--- config.mk ---
export PLATFORM = sky130hd
export DESIGN_NAME = priority_delay_task_scheduler_flat
export DESIGN_NICKNAME = d
export VERILOG_FILES = /design/src/rtl/pdts_pkg.sv /design/src/rtl/pdts_if.sv /design/src/rtl/pdts_cell.sv /design/src/rtl/pdts_queue.sv /design/src/rtl/priority_delay_task_scheduler.sv /design/src/flat_wrapper.sv
export SDC_FILE = /design/constraint.sdc
export NUM_CORES = 2
export LEC_CHECK = 0
export ABC_AREA = 1
export BUFFER_PORTS_ARGS = -buffer_cell sky130_fd_sc_hd__buf_2
export CELL_PAD_IN_SITES_DETAIL_PLACEMENT = 1
export CELL_PAD_IN_SITES_GLOBAL_PLACEMENT = 2
export CORE_ASPECT_RATIO = 0.7
export CORE_MARGIN = 5
export CORE_UTILIZATION = 39
export CTS_CLUSTER_DIAMETER = 30
export DETAILED_ROUTE_END_ITERATION = 7
export GPL_ROUTABILITY_DRIVEN = 1
export PLACE_DENSITY_LB_ADDON = 0.1
export SETUP_SLACK_MARGIN = 0.15
export SYNTH_ARGS = -nofsm -noshare
export SYNTH_HDL_FRONTEND = slang
export SYNTH_SLANG_ARGS = --single-unit
--- constraint.sdc ---
create_clock -name clk -period 6.7 [get_ports clk]
set_clock_uncertainty 0.15 [all_clocks]
set_input_delay 0.67 -clock clk [delete_from_list [all_inputs] [get_ports clk]]
set_output_delay 0.67 -clock clk [all_outputs]
set_load 0.05 [all_outputs]
--- src/rtl/pdts_pkg.sv ---
package pdts_pkg;

  typedef enum logic [1:0] {
    ACT_CREATE = 2'd0,
    ACT_DELAY  = 2'd1,
    ACT_TICK   = 2'd2,
    ACT_NONE   = 2'd3
  } action_t;

  typedef enum logic [1:0] {
    ST_OK      = 2'd0,
    ST_FULL    = 2'd1,
    ST_RUNNING = 2'd2,
    ST_NO_TASK = 2'd3
  } status_t;

  typedef enum logic [1:0] {
    INIT_READY   = 2'd0,
    INIT_BLOCKED = 2'd1,
    INIT_RUNNING = 2'd2,
    INIT_UNUSED  = 2'd3
  } init_t;

  typedef enum logic [2:0] {
    S_IDLE,
    S_WAKE,
    S_DISPATCH,
    S_DONE
  } fsm_t;

  // Command broadcast from the controller to every cell of one queue.
  typedef struct packed {
    logic ins;   // insert the key below at its sorted place
    logic pop;   // drop the head, shift every entry toward the head
  } qcmd_t;

endpackage

--- src/rtl/pdts_if.sv ---
interface pdts_req_if;
  logic       valid;
  logic       ready;
  logic [1:0] action;
  logic [7:0] prio_in;
  logic [1:0] initial_state;
  logic [15:0] wait_ticks;
  modport source (output valid, action, prio_in, initial_state, wait_ticks, input ready);
  modport sink (input valid, action, prio_in, initial_state, wait_ticks, output ready);
endinterface

interface pdts_rsp_if;
  logic        valid;
  logic        ready;
  logic [1:0]  status;
  logic [5:0]  slot_id;
  logic        dispatched;
  logic [31:0] tick_now;
  modport source (output valid, status, slot_id, dispatched, tick_now, input ready);
  modport sink (input valid, status, slot_id, dispatched, tick_now, output ready);
endinterface

--- src/rtl/pdts_cell.sv ---
// One entry of a sorted queue. Insert goes in front of the first entry whose
// key fails the "stay ahead" compare; equal keys keep FIFO order.
module pdts_cell #(
  parameter int KW = 8,
  parameter int IW = 4,
  parameter bit DESC = 1'b1
) (
  input  logic          clk,
  input  logic          rst,
  input  pdts_pkg::qcmd_t cmd,
  input  logic [KW-1:0] new_key,
  input  logic [IW-1:0] new_id,
  // neighbor toward the head
  input  logic          prev_valid,
  input  logic          prev_stays,
  input  logic [KW-1:0] prev_key,
  input  logic [IW-1:0] prev_id,
  // neighbor toward the tail
  input  logic          next_valid,
  input  logic [KW-1:0] next_key,
  input  logic [IW-1:0] next_id,
  output logic          valid,
  output logic          stays,
  output logic [KW-1:0] key,
  output logic [IW-1:0] id
);

  // Entry keeps its place on insert when it precedes the new key.
  assign stays = valid && (DESC ? (key >= new_key) : (key <= new_key));

  always_ff @(posedge clk) begin
    if (rst) begin
      valid <= 1'b0;
    end else if (cmd.pop) begin
      valid <= next_valid;
      key   <= next_key;
      id    <= next_id;
    end else if (cmd.ins) begin
      if (!stays && prev_stays) begin
        valid <= 1'b1;
        key   <= new_key;
        id    <= new_id;
      end else if (!stays) begin
        valid <= prev_valid;
        key   <= prev_key;
        id    <= prev_id;
      end
    end
  end

endmodule

--- src/rtl/pdts_queue.sv ---
// Sorted queue built from a row of cells; head is cell 0.
module pdts_queue #(
  parameter int N = 16,
  parameter int KW = 8,
  parameter int IW = 4,
  parameter bit DESC = 1'b1
) (
  input  logic            clk,
  input  logic            rst,
  input  pdts_pkg::qcmd_t cmd,
  input  logic [KW-1:0]   new_key,
  input  logic [IW-1:0]   new_id,
  output logic            head_valid,
  output logic [KW-1:0]   head_key,
  output logic [IW-1:0]   head_id
);

  logic [N:0]        v;
  logic [N:0]        st;
  logic [KW-1:0]     k [N+1];
  logic [IW-1:0]     d [N+1];

  // Tail sentinel: empty.
  assign v[N]  = 1'b0;
  assign st[N] = 1'b0;
  assign k[N]  = '0;
  assign d[N]  = '0;

  for (genvar i = 0; i < N; i++) begin : g_cell
    logic          pv, ps;
    logic [KW-1:0] pk;
    logic [IW-1:0] pd;
    if (i == 0) begin : g_head
      assign pv = 1'b0;
      assign ps = 1'b1;
      assign pk = '0;
      assign pd = '0;
    end else begin : g_body
      assign pv = v[i-1];
      assign ps = st[i-1];
      assign pk = k[i-1];
      assign pd = d[i-1];
    end
    pdts_cell #(.KW(KW), .IW(IW), .DESC(DESC)) u_cell (
      .clk, .rst, .cmd, .new_key, .new_id,
      .prev_valid(pv), .prev_stays(ps), .prev_key(pk), .prev_id(pd),
      .next_valid(v[i+1]), .next_key(k[i+1]), .next_id(d[i+1]),
      .valid(v[i]), .stays(st[i]), .key(k[i]), .id(d[i])
    );
  end

  assign head_valid = v[0];
  assign head_key   = k[0];
  assign head_id    = d[0];

endmodule

--- src/rtl/priority_delay_task_scheduler.sv ---
// Create, delay and an unused action are answered from the response register
// in the cycle after the request is taken; a tick passes through S_WAKE, which
// wakes due tasks one per cycle, and S_DISPATCH before its answer is registered.
// One request at a time; a new request is taken only in S_IDLE with the
// response register free.
// Reset: rst (synchronous, active high) empties both queues, the slot count,
// the tick counter and the running task; slot priorities are not cleared.
//
// Both queues are rows of cells that sort on insert: the ready row keyed by
// priority (descending), the blocked row keyed by wake tick (ascending).
// Each cell compares the broadcast key with its own entry and either holds,
// shifts one step toward the tail or captures the new entry. Pop shifts the
// whole row one step toward the head. A tick pops due blocked heads one per
// cycle and inserts each into the ready row in the same cycle.
module priority_delay_task_scheduler #(
  parameter int TASK_SLOTS = 16,
  parameter int PRIO_BITS  = 8
) (
  input  logic clk,
  input  logic rst,
  pdts_req_if.sink   req,
  pdts_rsp_if.source rsp
);

  localparam int IW = (TASK_SLOTS > 1) ? $clog2(TASK_SLOTS) : 1;
  localparam int CW = $clog2(TASK_SLOTS + 1);

  pdts_pkg::fsm_t state, state_next;

  logic [PRIO_BITS-1:0] slot_priority [TASK_SLOTS];
  logic [CW-1:0]        slots_used;
  logic [31:0]          tick_counter;
  logic                 running_valid;
  logic [IW-1:0]        running_slot;

  logic [1:0]  out_status;
  logic [5:0]  out_slot;
  logic        out_disp;
  logic        out_valid;

  pdts_pkg::qcmd_t      rcmd, bcmd;
  logic [PRIO_BITS-1:0] r_key;
  logic [IW-1:0]        r_id;
  logic [31:0]          b_key;
  logic [IW-1:0]        b_id;
  logic                 rh_v, bh_v;
  logic [PRIO_BITS-1:0] rh_k;
  logic [IW-1:0]        rh_d, bh_d;
  logic [31:0]          bh_k;

  pdts_queue #(.N(TASK_SLOTS), .KW(PRIO_BITS), .IW(IW), .DESC(1'b1)) u_ready (
    .clk, .rst, .cmd(rcmd), .new_key(r_key), .new_id(r_id),
    .head_valid(rh_v), .head_key(rh_k), .head_id(rh_d)
  );

  pdts_queue #(.N(TASK_SLOTS), .KW(32), .IW(IW), .DESC(1'b0)) u_blocked (
    .clk, .rst, .cmd(bcmd), .new_key(b_key), .new_id(b_id),
    .head_valid(bh_v), .head_key(bh_k), .head_id(bh_d)
  );

  logic take;
  assign req.ready = (state == pdts_pkg::S_IDLE) && !out_valid;
  assign take = req.valid && req.ready;

  logic full;
  logic [IW-1:0] new_slot;
  logic woke;
  assign full     = (slots_used == CW'(TASK_SLOTS));
  assign new_slot = slots_used[IW-1:0];
  assign woke     = bh_v && (bh_k <= tick_counter);

  // Queue commands and keys.
  always_comb begin
    rcmd  = '0;
    bcmd  = '0;
    r_key = PRIO_BITS'(req.prio_in);
    r_id  = new_slot;
    b_key = 32'd0;
    b_id  = new_slot;
    state_next = state;
    unique case (state)
      pdts_pkg::S_IDLE: begin
        if (take) begin
          unique case (pdts_pkg::action_t'(req.action))
            pdts_pkg::ACT_CREATE: begin
              if (!full && req.initial_state == pdts_pkg::INIT_READY) rcmd.ins = 1'b1;
              if (!full && req.initial_state == pdts_pkg::INIT_BLOCKED) bcmd.ins = 1'b1;
            end
            pdts_pkg::ACT_DELAY: begin
              b_key = tick_counter + 32'(req.wait_ticks);
              b_id  = running_slot;
              bcmd.ins = running_valid;
            end
            pdts_pkg::ACT_TICK: state_next = pdts_pkg::S_WAKE;
            default: ;
          endcase
        end
      end
      pdts_pkg::S_WAKE: begin
        if (woke) begin
          bcmd.pop = 1'b1;
          rcmd.ins = 1'b1;
          r_key = slot_priority[bh_d];
          r_id  = bh_d;
        end else begin
          state_next = pdts_pkg::S_DISPATCH;
        end
      end
      pdts_pkg::S_DISPATCH: begin
        rcmd.pop = rh_v;
        state_next = pdts_pkg::S_DONE;
      end
      pdts_pkg::S_DONE: state_next = pdts_pkg::S_IDLE;
      default: state_next = pdts_pkg::S_IDLE;
    endcase
  end

  always_ff @(posedge clk) begin
    if (rst) state <= pdts_pkg::S_IDLE;
    else     state <= state_next;
  end

  // Slot table write on create.
  always_ff @(posedge clk) begin
    if (take && req.action == pdts_pkg::ACT_CREATE && !full)
      slot_priority[new_slot] <= PRIO_BITS'(req.prio_in);
  end

  // Control state and response register. A request is only taken with the
  // response register empty, and dispatch only runs after a taken tick, so
  // the three branches below never meet in one cycle.
  always_ff @(posedge clk) begin
    if (rst) begin
      slots_used    <= '0;
      tick_counter  <= '0;
      running_valid <= 1'b0;
      out_valid     <= 1'b0;
    end else if (take) begin
      unique case (pdts_pkg::action_t'(req.action))
        pdts_pkg::ACT_CREATE: begin
          out_valid <= 1'b1;
          out_disp  <= 1'b0;
          if (full) begin
            out_status <= pdts_pkg::ST_FULL;
            out_slot   <= '0;
          end else begin
            slots_used <= slots_used + 1'b1;
            out_slot   <= 6'(new_slot);
            if (req.initial_state == pdts_pkg::INIT_RUNNING ||
                req.initial_state == pdts_pkg::INIT_UNUSED)
              out_status <= pdts_pkg::ST_RUNNING;
            else
              out_status <= pdts_pkg::ST_OK;
          end
        end
        pdts_pkg::ACT_DELAY: begin
          out_valid <= 1'b1;
          out_disp  <= 1'b0;
          if (running_valid) begin
            out_status    <= pdts_pkg::ST_OK;
            out_slot      <= 6'(running_slot);
            running_valid <= 1'b0;
          end else begin
            out_status <= pdts_pkg::ST_NO_TASK;
            out_slot   <= '0;
          end
        end
        pdts_pkg::ACT_TICK: begin
          // Slot and dispatch flag are filled in at dispatch.
          tick_counter <= tick_counter + 32'd1;
          out_status   <= pdts_pkg::ST_OK;
        end
        default: begin
          out_valid  <= 1'b1;
          out_status <= pdts_pkg::ST_OK;
          out_slot   <= '0;
          out_disp   <= 1'b0;
        end
      endcase
    end else if (state == pdts_pkg::S_DISPATCH) begin
      out_valid     <= 1'b1;
      running_valid <= rh_v;
      running_slot  <= rh_d;
      out_disp      <= rh_v;
      out_slot      <= rh_v ? 6'(rh_d) : 6'd0;
    end else if (out_valid && rsp.ready) begin
      out_valid <= 1'b0;
    end
  end

  assign rsp.valid      = out_valid;
  assign rsp.status     = out_status;
  assign rsp.slot_id    = out_slot;
  assign rsp.dispatched = out_disp;
  assign rsp.tick_now   = tick_counter;

endmodule
--- src/flat_wrapper.sv ---
// flat-port wrapper written by rule: the top's interface ports become plain ports
module priority_delay_task_scheduler_flat 
#(
  parameter int TASK_SLOTS = 16,
  parameter int PRIO_BITS  = 8
)
  (clk, rst, req_valid, req_action, req_prio_in, req_initial_state, req_wait_ticks, req_ready, rsp_valid, rsp_status, rsp_slot_id, rsp_dispatched, rsp_tick_now, rsp_ready);
  pdts_req_if req_i ();
  pdts_rsp_if rsp_i ();
  input  logic clk;
  input  logic rst;
  input wire logic [$bits(req_i.valid)-1:0] req_valid;
  input wire logic [$bits(req_i.action)-1:0] req_action;
  input wire logic [$bits(req_i.prio_in)-1:0] req_prio_in;
  input wire logic [$bits(req_i.initial_state)-1:0] req_initial_state;
  input wire logic [$bits(req_i.wait_ticks)-1:0] req_wait_ticks;
  output wire logic [$bits(req_i.ready)-1:0] req_ready;
  output wire logic [$bits(rsp_i.valid)-1:0] rsp_valid;
  output wire logic [$bits(rsp_i.status)-1:0] rsp_status;
  output wire logic [$bits(rsp_i.slot_id)-1:0] rsp_slot_id;
  output wire logic [$bits(rsp_i.dispatched)-1:0] rsp_dispatched;
  output wire logic [$bits(rsp_i.tick_now)-1:0] rsp_tick_now;
  input wire logic [$bits(rsp_i.ready)-1:0] rsp_ready;
  assign req_i.valid = req_valid;
  assign req_i.action = req_action;
  assign req_i.prio_in = req_prio_in;
  assign req_i.initial_state = req_initial_state;
  assign req_i.wait_ticks = req_wait_ticks;
  assign req_ready = req_i.ready;
  assign rsp_valid = rsp_i.valid;
  assign rsp_status = rsp_i.status;
  assign rsp_slot_id = rsp_i.slot_id;
  assign rsp_dispatched = rsp_i.dispatched;
  assign rsp_tick_now = rsp_i.tick_now;
  assign rsp_i.ready = rsp_ready;
  priority_delay_task_scheduler #(.TASK_SLOTS(TASK_SLOTS), .PRIO_BITS(PRIO_BITS)) u_core (.clk(clk), .rst(rst), .req(req_i), .rsp(rsp_i));
endmodule
==> flow_summary.ini <==
[status]
outcome = complete, no violations

[global_route]
top_usage_layer = met1
grt_util_met1 = 0.429
grt_max_degree = 177
antenna_found_initial = 2
grt_first_pass_wirelength_um = 396000
grt_overflow = 0
grt_usage = 0.263
grt_pass1_vias = 66917
use_met3 = 0.0374
met2_usage = 0.363

[floorplanning]
ios = 75
rows = 130
start_util = 0.392
die-area_sq_mm = 0.189
fp.dieH_um = 365
dieWidth_um = 517
core_sq_mm = 0.179

[place]
portBuffers = 72
place_congestion = 0.867
hpwl_um = 186000
dpl_cell_area_sq_mm = 0.0737
dp_cells = 11426

[drt]
drc = 0
drtIter0Drc = 5166
via_count = 65704
totalWireLength_um = 252000
wl_per_cell_um = 21.2
antenna_left = 0
via_per_inst = 5.51
dr.pass1.iters = 5

[timing]
period_share = 0.922
fmax_mhz = 162
hold_viol = 0
fin_crit_ps = 6180
rsz0062_at_grt = false
finalSetupViolCount = 0
drv_slew = 0
worst_pin_slew_ps = 1160
relSlewSlack = 0.221

[synthesis]
ys_ff_latch = 984
ys_async_sr_fraction = 0
synthMuxAreaShare = 0
ys_warn_count = 0
synth_xor_area_frac = 0.000748
synth_compound_area_frac = 0.0693
synth_top_family_by_area = simple AND/OR/NAND/NOR gates
ys_types = 58
synth_fa_ha_area_frac = 0.124
synthSimpleGateAreaFrac = 0.317
syn-cell-area_sq_mm = 0.0703
synth_enable_flop_cells = 907
synth_cells = 9228
synth-main-ff-cell = edfxtp_1
yosysSeqAreaShare = 0.410
avgSynthCellArea_sq_um = 7.61

[clocking]
cts_made_buffers = 282
cts-root-buf = clkbuf_16
worstSkewPairLatency_ps = 820
cts_tree = done
worst_setup_hold_path_clk_slew_ps = 50
cts_buffer_depth = 4
cts.sinks = 984
cts-htree-levels = 5

[layout]
drive_above_1_share = 0.0869
layout.nets = 10064
final_common_cell = nand2_1
final_area_sq_mm = 0.0829
instances_no_fill = 11921
utilization = 0.463
layout_common_cells = nand2_1, nand3_1, edfxtp_1
area_delta_synth_final_pct = 18.0
n_antenna_cell = 0

[worst_hold_path]
hold_path_startpoint = rst
hold_class = in -> reg

[setup_path]
slowest_stage = a21boi_0
critPathBufInv = 1
arrival_ps = 6580
cp-startpoint = u_core.rsp.tick_now[4]
cpMostUsedCell = nand2_1
required_ps = 7100
endpoint_kind = register
startpoint_type = register
slowest_delay_ps = 650
reg2reg_from = u_core.rsp.tick_now[4]
cp_max_fo = 21
crit_chain = ha_1, nand2_1, nor2_1, nand3_1, nand2_1, nand3_1, nand3_2, nand2_1, nand2_1, nand3_4, buf_4, ha_1, a21oi_1, o21ai_0, a21oi_1, a21boi_0, nand2_1, nand2_1, nand2_2, nand2_2, nand2_1, nand2_1, nor2_1
crit_type = reg -> reg
cp_top_family = simple AND/OR/NAND/NOR gates

[flow_run]
maxCapViolations = 0

[pwr]
cellPowerDensity_mw_per_mm2 = 258
ir_drop_v = 0.000169
p_total_mw = 21.4
leakage_nw = 37.5
## per-stage QoR
stage	setup TNS (ps)	setup WS (ps)	hold slack, ps
5_1_grt	0	228	72.2
3_3_place_gp	-357	-109	288
3_5_place_dp	-355	-77.7	286
2_1_floorplan	0	635	273
6_report	0	522	101
4_1_cts	0	256	35.5
## kinds of logic after synthesis
group | after synthesis
and+or+nand+nor | 5358
buffers and inverters | 1322
DFF | 984
AOI/OAI and AO/OA | 860
adders and majority gates | 697
xor gates and xnor gates | 6
other | 1
## flip-flops by register name (all words and copies together), names as in the netlist, 16 cells and up, named ones only
register,count
u_core.u_ready.g_cell.u_cell.valid,16
u_core.u_ready.g_cell.u_cell.id,64
u_core.u_blocked.g_cell.u_cell.valid,16
u_core.u_ready.g_cell.u_cell.key,128
u_core.rsp.tick_now,32
u_core.u_blocked.g_cell.u_cell.key,512
u_core.u_blocked.g_cell.u_cell.id,64
u_core.slot_priority,128
## synthesized netlist by cell type (8+ instances only)
cell	count	area, sq um
o221ai_1	16	140
inv_2	8	30.0
ha_1	696	8710
buf_4	54	405
o21a_1	40	300
nor4_1	8	50.1
buf_6	9	101
a32oi_1	16	140
nor3_1	36	180
nand3_1	1212	6070
edfxtp_1	907	27200
nand4_1	79	494
o2111ai_1	16	140
a21oi_4	11	179
o21ai_2	12	105
o21bai_1	21	158
buf_2	244	1220
nand2_2	23	144
dfxtp_1	77	1540
nor2_1	683	2560
a21oi_1	492	2460
buf_1	16	60.1
nand3_2	14	140
o21ai_0	197	986
o21ai_1	14	70.1
clkbuf_1	149	559
inv_1	839	3150
nand2_1	3256	12200
## per-layer routing
metal  wire [um]  up-vias
met1      137000    32796
met5           0        -
met2       97700     1537
met3       13700      345
li1            -    31026
met4        4350        0
## report_power, final
part / total, mW / switching (mW) / internal (mW)
sequential: 6.87 / 0.0759 / 6.79
combinational: 1.34 / 0.950 / 0.393
clock: 13.2 / 4.11 / 9.11
## timing repair
item                                   4_1_cts  5_1_grt
endpoints found under the hold margin        1        0
gates resized for setup                      1        4
hold buffers                                 1        0
setup endpoints to repair                    5       44
setup buffers                                0        0
cloned                                       0        0
## worst paths after layout
check	endpoint	slack, ps	cells past startpoint
min reg2reg	u_core.running_slot[0]	290	0
min	u_core.running_valid	100	2
max	u_core.u_blocked.g_cell[15].u_cell.key[31]	520	23
max reg2reg	u_core.u_blocked.g_cell[15].u_cell.key[31]	520	23
## cell type report
cell class                 count  area (sq um)
multi-input combinational   6923         36300
inverter                     850          3210
fill                       21630         96300
sequential                   984         28800
clock inverter               142          1580
tap                         2376          2970
timing repair buffer         294          2470
clock buffer                 352          7610
(Power assumes the default switching activity.)
